==> src/rtl/core/u16u8_pkg.sv <==
package u16u8_pkg;

  // Job queue between front and back
  localparam int Q_DEPTH = 4;
  localparam int Q_AW    = $clog2(Q_DEPTH);
  localparam int Q_CW    = $clog2(Q_DEPTH + 1);

  localparam logic [15:0] CAP_RESET   = 16'd144;
  localparam logic [20:0] CP_REPLACE  = 21'h00fffd;
  localparam logic [20:0] CP_SUPP_OFS = 21'h010000;
  localparam logic [5:0]  SURR_HIGH   = 6'b110110;
  localparam logic [5:0]  SURR_LOW    = 6'b110111;

  // One character's worth of work for the back end
  typedef struct packed {
    logic [20:0] cp;      // code point
    logic [2:0]  nbytes;  // data bytes, 0..4
    logic        term;    // terminator follows the data bytes
  } job_t;

  // Byte idx of the UTF-8 encoding of cp, n bytes long
  function automatic logic [7:0] utf8_byte(input logic [20:0] cp, input logic [2:0] n,
                                           input logic [1:0] idx);
    logic [7:0] b;
    b = 8'h00;
    case ({n, idx})
      {3'd1, 2'd0}: b = {1'b0, cp[6:0]};
      {3'd2, 2'd0}: b = {3'b110, cp[10:6]};
      {3'd2, 2'd1}: b = {2'b10, cp[5:0]};
      {3'd3, 2'd0}: b = {4'b1110, cp[15:12]};
      {3'd3, 2'd1}: b = {2'b10, cp[11:6]};
      {3'd3, 2'd2}: b = {2'b10, cp[5:0]};
      {3'd4, 2'd0}: b = {5'b11110, cp[20:18]};
      {3'd4, 2'd1}: b = {2'b10, cp[17:12]};
      {3'd4, 2'd2}: b = {2'b10, cp[11:6]};
      {3'd4, 2'd3}: b = {2'b10, cp[5:0]};
      default:      b = 8'h00;
    endcase
    return b;
  endfunction

endpackage

==> src/rtl/core/utf16le_to_utf8_converter.sv <==
// Latency: the first byte of a job shows on the out ports the cycle after the job is
// written when the job queue is empty; its later bytes follow one per cycle while pop is held.
// Throughput: one item per cycle at the input while the four-entry job queue has room.
// The byte-serialising back end sets the sustained rate: a unit yields no bytes or up to
// three data bytes (four when a low surrogate completes a pair), plus a terminator.
// Reset (synchronous, rst_n low): queue emptied, string state cleared, capacity 144.
module utf16le_to_utf8_converter (
  input  logic        clk,
  input  logic        rst_n,
  input  logic        cfg_wr_en,
  input  logic [15:0] cfg_wr_data,
  input  logic        push,
  output logic        full,
  input  logic [15:0] in_code_unit,
  input  logic        in_end_of_string,
  output logic        empty,
  input  logic        pop,
  output logic [7:0]  out_out_byte,
  output logic        out_is_last
);
  import u16u8_pkg::*;

  logic q_push, q_full, q_pop, q_empty;
  job_t wr_job, rd_job;

  assign full = q_full;

  // Front: classify units, track surrogates and room
  u16u8_front u_front (
    .clk              (clk),
    .rst_n            (rst_n),
    .cfg_wr_en        (cfg_wr_en),
    .cfg_wr_data      (cfg_wr_data),
    .in_valid         (push),
    .in_code_unit     (in_code_unit),
    .in_end_of_string (in_end_of_string),
    .q_full           (q_full),
    .q_push           (q_push),
    .q_job            (wr_job)
  );

  // Job queue
  u16u8_fifo u_fifo (
    .clk    (clk),
    .rst_n  (rst_n),
    .wr_en  (q_push),
    .wr_job (wr_job),
    .full   (q_full),
    .rd_en  (q_pop),
    .rd_job (rd_job),
    .empty  (q_empty)
  );

  // Back: one UTF-8 byte per pop
  u16u8_back u_back (
    .clk          (clk),
    .rst_n        (rst_n),
    .q_empty      (q_empty),
    .q_job        (rd_job),
    .q_pop        (q_pop),
    .pop          (pop),
    .empty        (empty),
    .out_out_byte (out_out_byte),
    .out_is_last  (out_is_last)
  );

endmodule

==> src/rtl/core/u16u8_front.sv <==
module u16u8_front (
  input  logic                clk,
  input  logic                rst_n,
  input  logic                cfg_wr_en,
  input  logic [15:0]         cfg_wr_data,
  input  logic                in_valid,
  input  logic [15:0]         in_code_unit,
  input  logic                in_end_of_string,
  input  logic                q_full,
  output logic                q_push,
  output u16u8_pkg::job_t     q_job
);
  import u16u8_pkg::*;

  logic [15:0] cap_r;
  logic        pending_r, pending_nxt;
  logic [9:0]  high_r, high_nxt;
  logic [15:0] bw_r, bw_nxt;
  logic        halted_r, halted_nxt;

  logic        accept;
  logic        is_hi, is_lo;
  logic        have_cp;
  logic [20:0] cp;
  logic [2:0]  n;
  logic [16:0] bw_sum;
  logic        fits;
  logic        stop;

  assign accept = in_valid && !q_full;
  assign is_hi  = (in_code_unit[15:10] == SURR_HIGH);
  assign is_lo  = (in_code_unit[15:10] == SURR_LOW);

  // Classify the unit and work out the code point it completes
  always_comb begin
    have_cp = 1'b0;
    cp      = 21'd0;
    if (pending_r) begin
      have_cp = 1'b1;
      cp = is_lo ? ({1'b0, high_r, in_code_unit[9:0]} + CP_SUPP_OFS) : CP_REPLACE;
    end else if (is_hi && !in_end_of_string) begin
      have_cp = 1'b0;
    end else if (is_hi || is_lo) begin
      have_cp = 1'b1;
      cp = CP_REPLACE;
    end else begin
      have_cp = 1'b1;
      cp = {5'd0, in_code_unit};
    end
  end

  // Encoded length and room check, one byte kept for the terminator
  always_comb begin
    if (cp <= 21'h00007f)      n = 3'd1;
    else if (cp <= 21'h0007ff) n = 3'd2;
    else if (cp <= 21'h00ffff) n = 3'd3;
    else                       n = 3'd4;
  end

  assign bw_sum = {1'b0, bw_r} + {14'd0, n};
  assign fits   = bw_sum < {1'b0, cap_r};
  assign stop   = have_cp && ((cp == 21'd0) || !fits);

  // Job and string state update
  always_comb begin
    pending_nxt = pending_r;
    high_nxt    = high_r;
    bw_nxt      = bw_r;
    halted_nxt  = halted_r;
    q_push      = 1'b0;
    q_job.cp     = cp;
    q_job.nbytes = 3'd0;
    q_job.term   = stop || in_end_of_string;
    if (accept) begin
      if (halted_r) begin
        if (in_end_of_string) begin
          pending_nxt = 1'b0;
          high_nxt    = 10'd0;
          bw_nxt      = 16'd0;
          halted_nxt  = 1'b0;
        end
      end else if (!have_cp) begin
        pending_nxt = 1'b1;
        high_nxt    = in_code_unit[9:0];
      end else begin
        pending_nxt = 1'b0;
        if (!stop) begin
          q_job.nbytes = n;
          bw_nxt       = bw_sum[15:0];
        end
        q_push = !stop || q_job.term;
        if (in_end_of_string) begin
          high_nxt   = 10'd0;
          bw_nxt     = 16'd0;
          halted_nxt = 1'b0;
        end else if (stop) begin
          halted_nxt = 1'b1;
        end
      end
    end
  end

  always_ff @(posedge clk) begin
    if (!rst_n) begin
      cap_r     <= CAP_RESET;
      pending_r <= 1'b0;
      high_r    <= 10'd0;
      bw_r      <= 16'd0;
      halted_r  <= 1'b0;
    end else begin
      if (cfg_wr_en) cap_r <= cfg_wr_data;
      pending_r <= pending_nxt;
      high_r    <= high_nxt;
      bw_r      <= bw_nxt;
      halted_r  <= halted_nxt;
    end
  end

endmodule

==> src/rtl/core/u16u8_fifo.sv <==
module u16u8_fifo (
  input  logic            clk,
  input  logic            rst_n,
  input  logic            wr_en,
  input  u16u8_pkg::job_t wr_job,
  output logic            full,
  input  logic            rd_en,
  output u16u8_pkg::job_t rd_job,
  output logic            empty
);
  import u16u8_pkg::*;

  job_t            mem [Q_DEPTH];
  logic [Q_AW-1:0] wr_ptr_r, rd_ptr_r;
  logic [Q_CW-1:0] count_r;
  logic            do_wr, do_rd;

  assign full   = (count_r == Q_CW'(Q_DEPTH));
  assign empty  = (count_r == '0);
  assign do_wr  = wr_en && !full;
  assign do_rd  = rd_en && !empty;
  assign rd_job = mem[rd_ptr_r];

  // Storage
  always_ff @(posedge clk) begin
    if (do_wr) mem[wr_ptr_r] <= wr_job;
  end

  // Pointers and fill level
  always_ff @(posedge clk) begin
    if (!rst_n) begin
      wr_ptr_r <= '0;
      rd_ptr_r <= '0;
      count_r  <= '0;
    end else begin
      if (do_wr) wr_ptr_r <= wr_ptr_r + 1'b1;
      if (do_rd) rd_ptr_r <= rd_ptr_r + 1'b1;
      if (do_wr && !do_rd)      count_r <= count_r + 1'b1;
      else if (do_rd && !do_wr) count_r <= count_r - 1'b1;
    end
  end

endmodule

==> src/rtl/core/u16u8_back.sv <==
module u16u8_back (
  input  logic            clk,
  input  logic            rst_n,
  input  logic            q_empty,
  input  u16u8_pkg::job_t q_job,
  output logic            q_pop,
  input  logic            pop,
  output logic            empty,
  output logic [7:0]      out_out_byte,
  output logic            out_is_last
);
  import u16u8_pkg::*;

  logic [2:0] idx_r;
  logic [2:0] total;
  logic       in_data;
  logic       last_byte;
  logic       take;

  assign empty     = q_empty;
  assign total     = q_job.nbytes + {2'd0, q_job.term};
  assign in_data   = idx_r < q_job.nbytes;
  assign last_byte = (idx_r == total - 3'd1);
  assign take      = pop && !q_empty;
  assign q_pop     = take && last_byte;

  // Current byte of the head job: data bytes, then the terminator
  assign out_out_byte = in_data ? utf8_byte(q_job.cp, q_job.nbytes, idx_r[1:0]) : 8'h00;
  assign out_is_last  = !in_data;

  // Byte position within the head job
  always_ff @(posedge clk) begin
    if (!rst_n) begin
      idx_r <= 3'd0;
    end else if (take) begin
      idx_r <= last_byte ? 3'd0 : idx_r + 3'd1;
    end
  end

endmodule

==> config.mk <==
export PLATFORM = sky130hd
export DESIGN_NAME = utf16le_to_utf8_converter
export DESIGN_NICKNAME = d
export VERILOG_FILES = /design/src/rtl/core/u16u8_pkg.sv /design/src/rtl/core/utf16le_to_utf8_converter.sv /design/src/rtl/core/u16u8_front.sv /design/src/rtl/core/u16u8_fifo.sv /design/src/rtl/core/u16u8_back.sv
export SDC_FILE = /design/constraint.sdc
export NUM_CORES = 1
export LEC_CHECK = 0
export ABC_AREA = 1
export ABC_CLOCK_PERIOD_IN_PS = 6220
export BUFFER_PORTS_ARGS = -buffer_cell sky130_fd_sc_hd__buf_4
export CAP_MARGIN = 20
export CELL_PAD_IN_SITES_DETAIL_PLACEMENT = 1
export CELL_PAD_IN_SITES_GLOBAL_PLACEMENT = 2
export CORE_ASPECT_RATIO = 0.9
export CORE_MARGIN = 3
export CORE_UTILIZATION = 38
export CTS_CLUSTER_SIZE = 10
export DETAILED_ROUTE_END_ITERATION = 12
export PLACE_DENSITY = 0.83
export SYNTH_ARGS = -nofsm -noshare
export SYNTH_HDL_FRONTEND = slang
export SYNTH_SLANG_ARGS = --single-unit
==> constraint.sdc <==
create_clock -name clk -period 6.22 [get_ports clk]
set_input_delay 1.244 -clock clk [delete_from_list [all_inputs] [get_ports clk]]
set_output_delay 1.244 -clock clk [all_outputs]
set_load 0.05 [all_outputs]
# ---- After elaboration in Yosys (flattened, before gate mapping)
# Memories as Yosys holds them, arrays and structs flattened. A register that Yosys moved wholly into a read port is not among the register bits.
# Index checks and enable logic that the tools add are counted.
dict set report classes {
  addsub 9
  order_cmp 5
  n_eq_ne 16
  n_mux 41
  reduce_logical 29
}
# op n
set op_table {}
lappend op_table {{16-bit two-way mux} 6}
lappend op_table {{21-bit two-way mux} 3}
lappend op_table {{8-bit one-hot mux with 7 select lines} 1}
lappend op_table {{10-bit two-way mux} 3}
lappend op_table {{3-bit two-way mux} 10}
lappend op_table {{5-bit by 4-bit == test with 1-bit output, second input constant} 5}
lappend op_table {{20-bit by 17-bit adder with 21-bit output, second input constant} 1}
lappend op_table {{21-bit by 11-bit less-or-equal comparator with 1-bit output, second input constant} 1}
lappend op_table {{21-bit by 16-bit less-or-equal comparator with 1-bit output, second input constant} 1}
lappend op_table {{21-bit by 7-bit less-or-equal comparator with 1-bit output, second input constant} 1}
lappend op_table {{21-bit logical NOT} 1}
lappend op_table {{5-bit == test, second input constant} 4}
lappend op_table {{16-bit by 3-bit adder with 17-bit output} 1}
lappend op_table {{17-bit by 16-bit < comparator with 1-bit output} 1}
lappend op_table {{1-bit two-way mux} 15}
lappend op_table {{6-bit == test, second input constant} 2}
lappend op_table {{1-bit logical AND} 9}
lappend op_table {{1-bit logical NOT} 8}
lappend op_table {{8-bit two-way mux} 1}
lappend op_table {{3-bit by 1-bit adder with 3-bit output, second input constant} 2}
lappend op_table {{3-bit by 1-bit subtractor with 3-bit output, second input constant} 2}
lappend op_table {{5-bit by 3-bit == test with 1-bit output, second input constant} 1}
lappend op_table {{2-bit by 1-bit adder with 2-bit output, second input constant} 2}
lappend op_table {{1-bit logical OR} 4}
lappend op_table {{13 further kinds} 15}
dict set report word_totals {
  reg_bits 54
  ram_bits 100
  in_bits 38
  elab_cells 110
  n_memories 1
}
# name words width read_ports rd_clocked_by_memory_dff wr line_no
set memory_table {}
lappend memory_table {u_fifo.mem 4 25 1 1 1 u16u8_fifo.sv:13} ;# job_t mem [Q_DEPTH];

# ---- Longest topological paths before layout
# Gate-level depths: netlist (run 1).
dict set report depth {
  ltp_word 24
  mapped_depth 38
  ltp_nobuf 37
}

# ---- Cells and area by module
# A second synthesis (run 1) with hierarchy kept.
dict set report hier_totals {
  hier_cells 990
  area_unflattened_um2 8329.2
}
# module instances cells_per_inst area_per_inst_um2 seq_area_each_um2
set modules_own_cells {}
lappend modules_own_cells {u16u8_fifo 1 312 4230.3 3183.1}
lappend modules_own_cells {u16u8_front 1 534 3259.4 880.8}
lappend modules_own_cells {u16u8_back 1 144 839.6 60.1}

# ---- Worst setup path after synthesis (run 1)
# Ideal clock, no wire load.
dict set report synth_path {
  path_kind {input port to flip-flop}
  from {input in_code_unit[13]}
  to {register u_front.bw_r[0]}
  setup_ns 0.115
  arrival_time_ns 5.224
  required_time_ns 6.105
  slack_ns 0.881
  cell_stages 37
  path_buffers 2
  cell_sequence {inv_1 nand3_1 nor2_4 nand2_2 buf_6 nand3_1 nand2_1 nor2_1 nand2_1 nor4_1 nor2_1 inv_1 ha_1 fa_1 nand2_1 nand2_1 nand2_1 nor3_1 and3_1 nand2_1 nor2_1 xor2_1 inv_1 ha_1 nand2_1 inv_1 nand3_1 nor2_1 nor2_1 nand2_1 nor2_1 nand2_2 nand3_4 buf_6 nand3_2 nand2_1 nor2_1}
}
# item line_no
set synth_rtl {}
lappend synth_rtl {{start: declaration} utf16le_to_utf8_converter.sv:14} ;# input logic [15:0] in_code_unit,
lappend synth_rtl {{end signal: assignment} u16u8_front.sv:114} ;# bw_r <= bw_nxt;
lappend synth_rtl {{end: declaration} u16u8_front.sv:18} ;# logic [15:0] bw_r, bw_nxt;

==> results of run 1 <==
[cell usage after synthesis (all sizes together)]
master    n  share of area
edfxtp  100           0.38
a32oi     2         0.0022
ha       32          0.050
and3      2         0.0016
o21ai    62          0.039
xnor2     3         0.0033
clkbuf   20         0.0096
nand3b    1        0.00095
nand3    58          0.045
a21oi    74          0.047
nand4     8         0.0063
o21a      1        0.00095
inv     115          0.054
o22ai    17          0.013
o211ai    2         0.0019
clkinv    2        0.00095
o31ai     2         0.0019
a22oi     3         0.0028
nor3     11         0.0069
a31oi     3         0.0024
nor4      2         0.0016
a221oi    2         0.0022
dfxtp    56           0.14
nand2   191          0.091
a32o      2         0.0025
fa        2         0.0050
xor2     15          0.017
buf      15          0.012
nor2    112          0.055
a211oi    4         0.0038
a22o      1         0.0011
[power by group]
part	leakage [nW]	switching, mW	internal [mW]
combinational	2.27	0.988	0.462
sequential	1.38	0.0836	1.28
clock	0.290	0.452	0.581
[what timing repair did]
action                     CTS  global route
buffers inserted             0             0
resized for setup            0             5
setup endpoints to repair    0            30
hold endpoints to repair     0             0
[per-stage QoR]
step,instance area [um2],utilization,setup WS (ns),cells,hold WS (ns)
3_5_place_dp,8670,0.4285,0.1429,1210,0.4633
4_1_cts,9258,0.4576,0.5584,1242,0.4763
3_3_place_gp,8658,0.4280,0.2448,1209,0.4496
6_report,9309,0.4601,0.6869,1243,0.4701
2_1_floorplan,7946,-,0.8813,920,0.4346
5_1_grt,9309,0.4601,0.02720,1243,0.4968
[state kept, by name (all words and copies together) (netlist names), named ones only]
register,cells
u_front.halted_r,1
u_fifo.rd_ptr_r,2
u_front.high_r,10
u_fifo.wr_ptr_r,2
u_back.idx_r,3
u_front.pending_r,1
u_fifo.mem,100
u_front.bw_r,16
u_front.cap_r,16
u_fifo.count_r,3
[layout make-up]
cell class / instances / area [um2]
clock buffer: 21 / 493.0
clock inverter: 11 / 95.09
fill: 2392 / 10920
inverter: 117 / 439.2
multi-input combinational: 612 / 3257
sequential: 156 / 4124
tap: 255 / 319.1
timing repair buffer: 71 / 581.8
[cells by family after synthesis]
| logic type | count (synthesis) | share of synthesized area |
|---|---|---|
| adder cells (fa/ha/maj) | 34 | 0.05542 |
| buffers and inverters | 152 | 0.07668 |
| flip-flops | 156 | 0.5190 |
| AO/OA/AOI/OAI | 175 | 0.1208 |
| XOR/XNOR | 18 | 0.01984 |
| AND/OR/NAND/NOR | 385 | 0.2083 |
[worst min-delay path, cell delays in order, from the launching register on]
cell,delay [ns]
dfxtp_1,0.30
inv_1,0.06
a21oi_1,0.07
[metal layers]
layer / share of wire / vias up
met5: 0 / -
met2: 0.45 / 73
met3: 0.024 / 15
li1: - / 3190
met1: 0.51 / 3095
met4: 0.0075 / 0
[worst paths after layout]
path	from	slack [ns]	to
worst max register to register	u_front.high_r[6]	1.34	u_front.bw_r[12]
worst min-delay path	u_fifo.rd_ptr_r[1]	0.47	register
worst max-delay path	in_code_unit[13]	0.69	u_front.bw_r[12]
worst min register to register	u_fifo.rd_ptr_r[1]	0.47	register
==> results.ini, run 1 <==
[run_status]
status = finished, final reports clean

[timing]
period_share = 0.8896
fmax_mhz = 180.7
maxSlewViolCount = 0
rsz0062_at_grt = no
fin_tns_setup_ns = 0
min_period_ns = 5.533
finalHoldViolations = 0
worst_pin_slew_ns = 0.8617
fin_worst_skew_ns = 0.01133
setup_viol = 0
slew_headroom = 0.4242

[final_layout]
synthToLayoutAreaGrowth_pct = 17.15
diodes = 0
drive_gt1_frac = 0.1296
final_cell_mix = nand2_1 (188), inv_1 (115), nor2_1 (104)
layout_commonest_cell = nand2_1
fin_nets = 1047

[critical_path]
arrival_ns = 5.86
cp_max_fo = 14
slowest_stage = ha_1
crit_cells = 36
cpLargestDelayFamily = simple AND/OR/NAND/NOR gates
crit_path_start_kind = input pin
crit_type = in -> reg
critical-path-max-stage-delay_ns = 0.28
crit_buf_inv = 4
crit_top_cell = nor2_1
reg2regPathDepth = 36
crit_path_end_kind = register
required_ns = 6.54

[yosys]
ys_ff_latch = 156
syn_area_per_cell_um2 = 8.637
syn-num-nets = 992
synth_cell_types = 39
syn_area_mm2 = 0.007946
synth-seq-area-share = 0.5190
ys_warn_count = 0
syn-instance-count = 920

[placed_design]
portBuffers = 48
gp_congestion = 0.8600
dp_hpwl_um = 15220

[clock_tree]
clock_sinks = 156
cts_hold_buf = 0
htreeDepth = 4
cts_tree = built
clk_latency_ns = 0.43
max-clock-path-buffers = 2
path_clk_slew_ns = 0.07
root_buffer = clkbuf_16
cts-buffers-inserted = 17

[floorplanning]
core_area_mm2 = 0.02023
initial_core_util = 0.3928
num_rows = 49
design.die.area_mm2 = 0.02268
floorplan.io_pins = 49
die_height_um = 143.2
die_x_um = 158.4

[grt]
met1_usage = 0.2977
globalRouteTotalUtil = 0.2005
grtUsageMet3 = 0.03788
overflow = 0
antenna_found_initial = 0
grt.busiest_layer = met2
grt_max_degree = 51
met2_usage = 0.3030
grt_pass1_vias = 6519
grt_pass1_wl_um = 34900

[detailed_routing]
dr.pass1.iters = 4
drc = 0
routed_wl_um = 21650
ant_nets = 0
drt_iter0_drc = 366
detail_route.wl_per_cell_um = 17.42
via_per_inst = 5.127
num_vias = 6373

[power]
vdd_drop_max_uv = 150.9
finalPower_mw = 3.844
leakage_nw = 3.939
cellPowerDensity_mw_per_mm2 = 412.9

[min_path]
hold_depth = 2
hp-class = reg -> reg

[flow_run]
cap_viol_max_count = 0

Power figures use the tool's default switching activity.
==> run 2, diff against run 1 <==
--- a/config.mk
+++ b/config.mk
@@ -14,6 +14,7 @@
 export CORE_ASPECT_RATIO = 0.9
 export CORE_MARGIN = 3
 export CORE_UTILIZATION = 38
+export CTS_BUF_LIST = sky130_fd_sc_hd__clkbuf_8 sky130_fd_sc_hd__clkbuf_16
 export CTS_CLUSTER_SIZE = 10
 export DETAILED_ROUTE_END_ITERATION = 12
 export PLACE_DENSITY = 0.83
==> results.ini, run 2 (synthesis gave the netlist of run 1 again) <==
[clock_tree]
path_clk_slew_ns = 0.07
post_cts_resized = 0
cts_tree = built
clock_sinks = 156
htreeDepth = 4
cts-buffers-inserted = 17
max-clock-path-buffers = 2
cts_hold_buf = 0
root_buffer = clkbuf_16
clk_latency_ns = 0.43
cts_setup_buffers = 0

[final_layout]
top_regs = u_fifo.mem: 100 flops, u_front.bw_r: 16 flops, u_front.cap_r: 16 flops
largest_register_ffs = 100
drive_gt1_frac = 0.1296
largest-register = u_fifo.mem
synthToLayoutAreaGrowth_pct = 17.15
layout_commonest_cell = nand2_1
diodes = 0
final_cell_mix = nand2_1 (188), inv_1 (116), nor2_1 (104)
fin_nets = 1047

[floorplanning]
floorplan.io_pins = 49
core_area_mm2 = 0.02023
initial_core_util = 0.3928
design.die.area_mm2 = 0.02268
num_rows = 49
die_x_um = 158.4
die_height_um = 143.2

[flow_run]
cap_viol_max_count = 0

[critical_path]
crit_top_cell = nor2_1
reg2regPathDepth = 36
arrival_ns = 5.86
reg2reg_to = u_front.bw_r[12]
critical-path-max-stage-delay_ns = 0.28
crit_type = in -> reg
reg2reg_slack_ns = 1.34
crit_path_end_kind = register
crit_buf_inv = 4
slowest_stage = ha_1
cp_max_fo = 14
required_ns = 6.54
crit_path_start_kind = input pin
r2r_start = u_front.high_r[6]
cpLargestDelayFamily = simple AND/OR/NAND/NOR gates

[timing]
fmax_mhz = 180.7
period_share = 0.8896
holdWs_ns = 0.4701
rsz0062_at_grt = no
finalHoldViolations = 0
slew_headroom = 0.4241
fin_tns_setup_ns = 0
min_period_ns = 5.533
worst_pin_slew_ns = 0.8617
maxSlewViolCount = 0
fin_worst_skew_ns = 0.01140
setup_viol = 0

[detailed_routing]
wl_met3_um = 556
route.met2.wl_um = 9818
via_per_inst = 5.132
dr.pass1.iters = 4
detail_route.wl_per_cell_um = 17.41
num_vias = 6379
top_layer = met4
drt_iter0_drc = 366
drc = 0
routed_wl_um = 21650
wl_met1_um = 11110
ant_nets = 0

[placed_design]
gp_congestion = 0.8600
dp_hpwl_um = 15220
portBuffers = 48

[power]
pwr-share-seq = 0.354
p_int_mw = 2.318
swShare = 0.3965
vdd_drop_max_uv = 150.1
cellPowerDensity_mw_per_mm2 = 412.7
p_comb_frac = 0.377
power_frac_clock = 0.268
p_sw_mw = 1.523
leakage_nw = 3.943

[grt]
grt_max_degree = 51
antenna_found_initial = 0
globalRouteTotalUtil = 0.2005
overflow = 0
grt_pass1_vias = 6519
grt_pass1_wl_um = 34900

[min_path]
min-delay-start = u_fifo.rd_ptr_r[1]
hold_depth = 2
hp-class = reg -> reg

[run_status]
status = finished, final reports clean

run 2: how the worst max path moves through the flow:
stage	end	cells after the start	start	slack [ns]
3_5_place_dp	u_front.bw_r[10]	36	in_code_unit[13]	0.14
2_1_floorplan	u_front.bw_r[0]	37	in_code_unit[13]	0.88
4_1_cts	u_front.bw_r[15]	36	in_code_unit[13]	0.56
6_report	u_front.bw_r[12]	36	in_code_unit[13]	0.69
3_3_place_gp	u_front.bw_r[12]	36	in_code_unit[13]	0.24
5_1_grt	u_front.bw_r[14]	36	in_code_unit[13]	0.03
run 2: worst reg2reg max path: cells and delay by family, from the launching register on:
kind | cells | cell delay [ns]
adders and majority gates | 4 | 1.15
buffers and inverters | 5 | 0.55
AOI/OAI and AO/OA | 2 | 0.36
and+or+nand+nor | 23 | 2.02
xor gates and xnor gates | 2 | 0.34
DFF | 1 | 0.36
run 2: area by class of cell:
cell class	instances	area [um2]
Clock buffer	20	489.2
Clock inverter	12	98.84
Fill cell	2392	10920
Inverter	117	439.2
Multi-Input combinational cell	612	3257
Sequential cell	156	4124
Tap cell	255	319.1
Timing Repair Buffer	71	581.8
run 2: through the flow:
stage	power (mW)	util	worst slack [ns]	area [um2]	cells
after floorplan	2.365	-	0.8813	7946	920
after global placement	2.793	0.4280	0.2448	8658	1209
after detailed placement	2.820	0.4285	0.1429	8670	1210
after CTS	3.867	0.4576	0.5584	9258	1242
after global routing	4.098	0.4601	0.02720	9309	1243
final	3.842	0.4601	0.6868	9309	1243
run 2: power by group through the flow:
stage	Sequential, mW	Combinational (mW)	Clock [mW]
after floorplan	1.36	1.01	0
after global placement	1.38	1.42	0
after CTS	1.36	1.45	1.06
final	1.36	1.45	1.03
after detailed placement	1.38	1.44	0
after global routing	1.38	1.62	1.10
run 2: per-layer routing:
metal  vias up  GRT usage
met3        15    0.03788
met4         0    0.04980
li1       3191          -
met5         -          0
met1      3095     0.2977
met2        78     0.3030
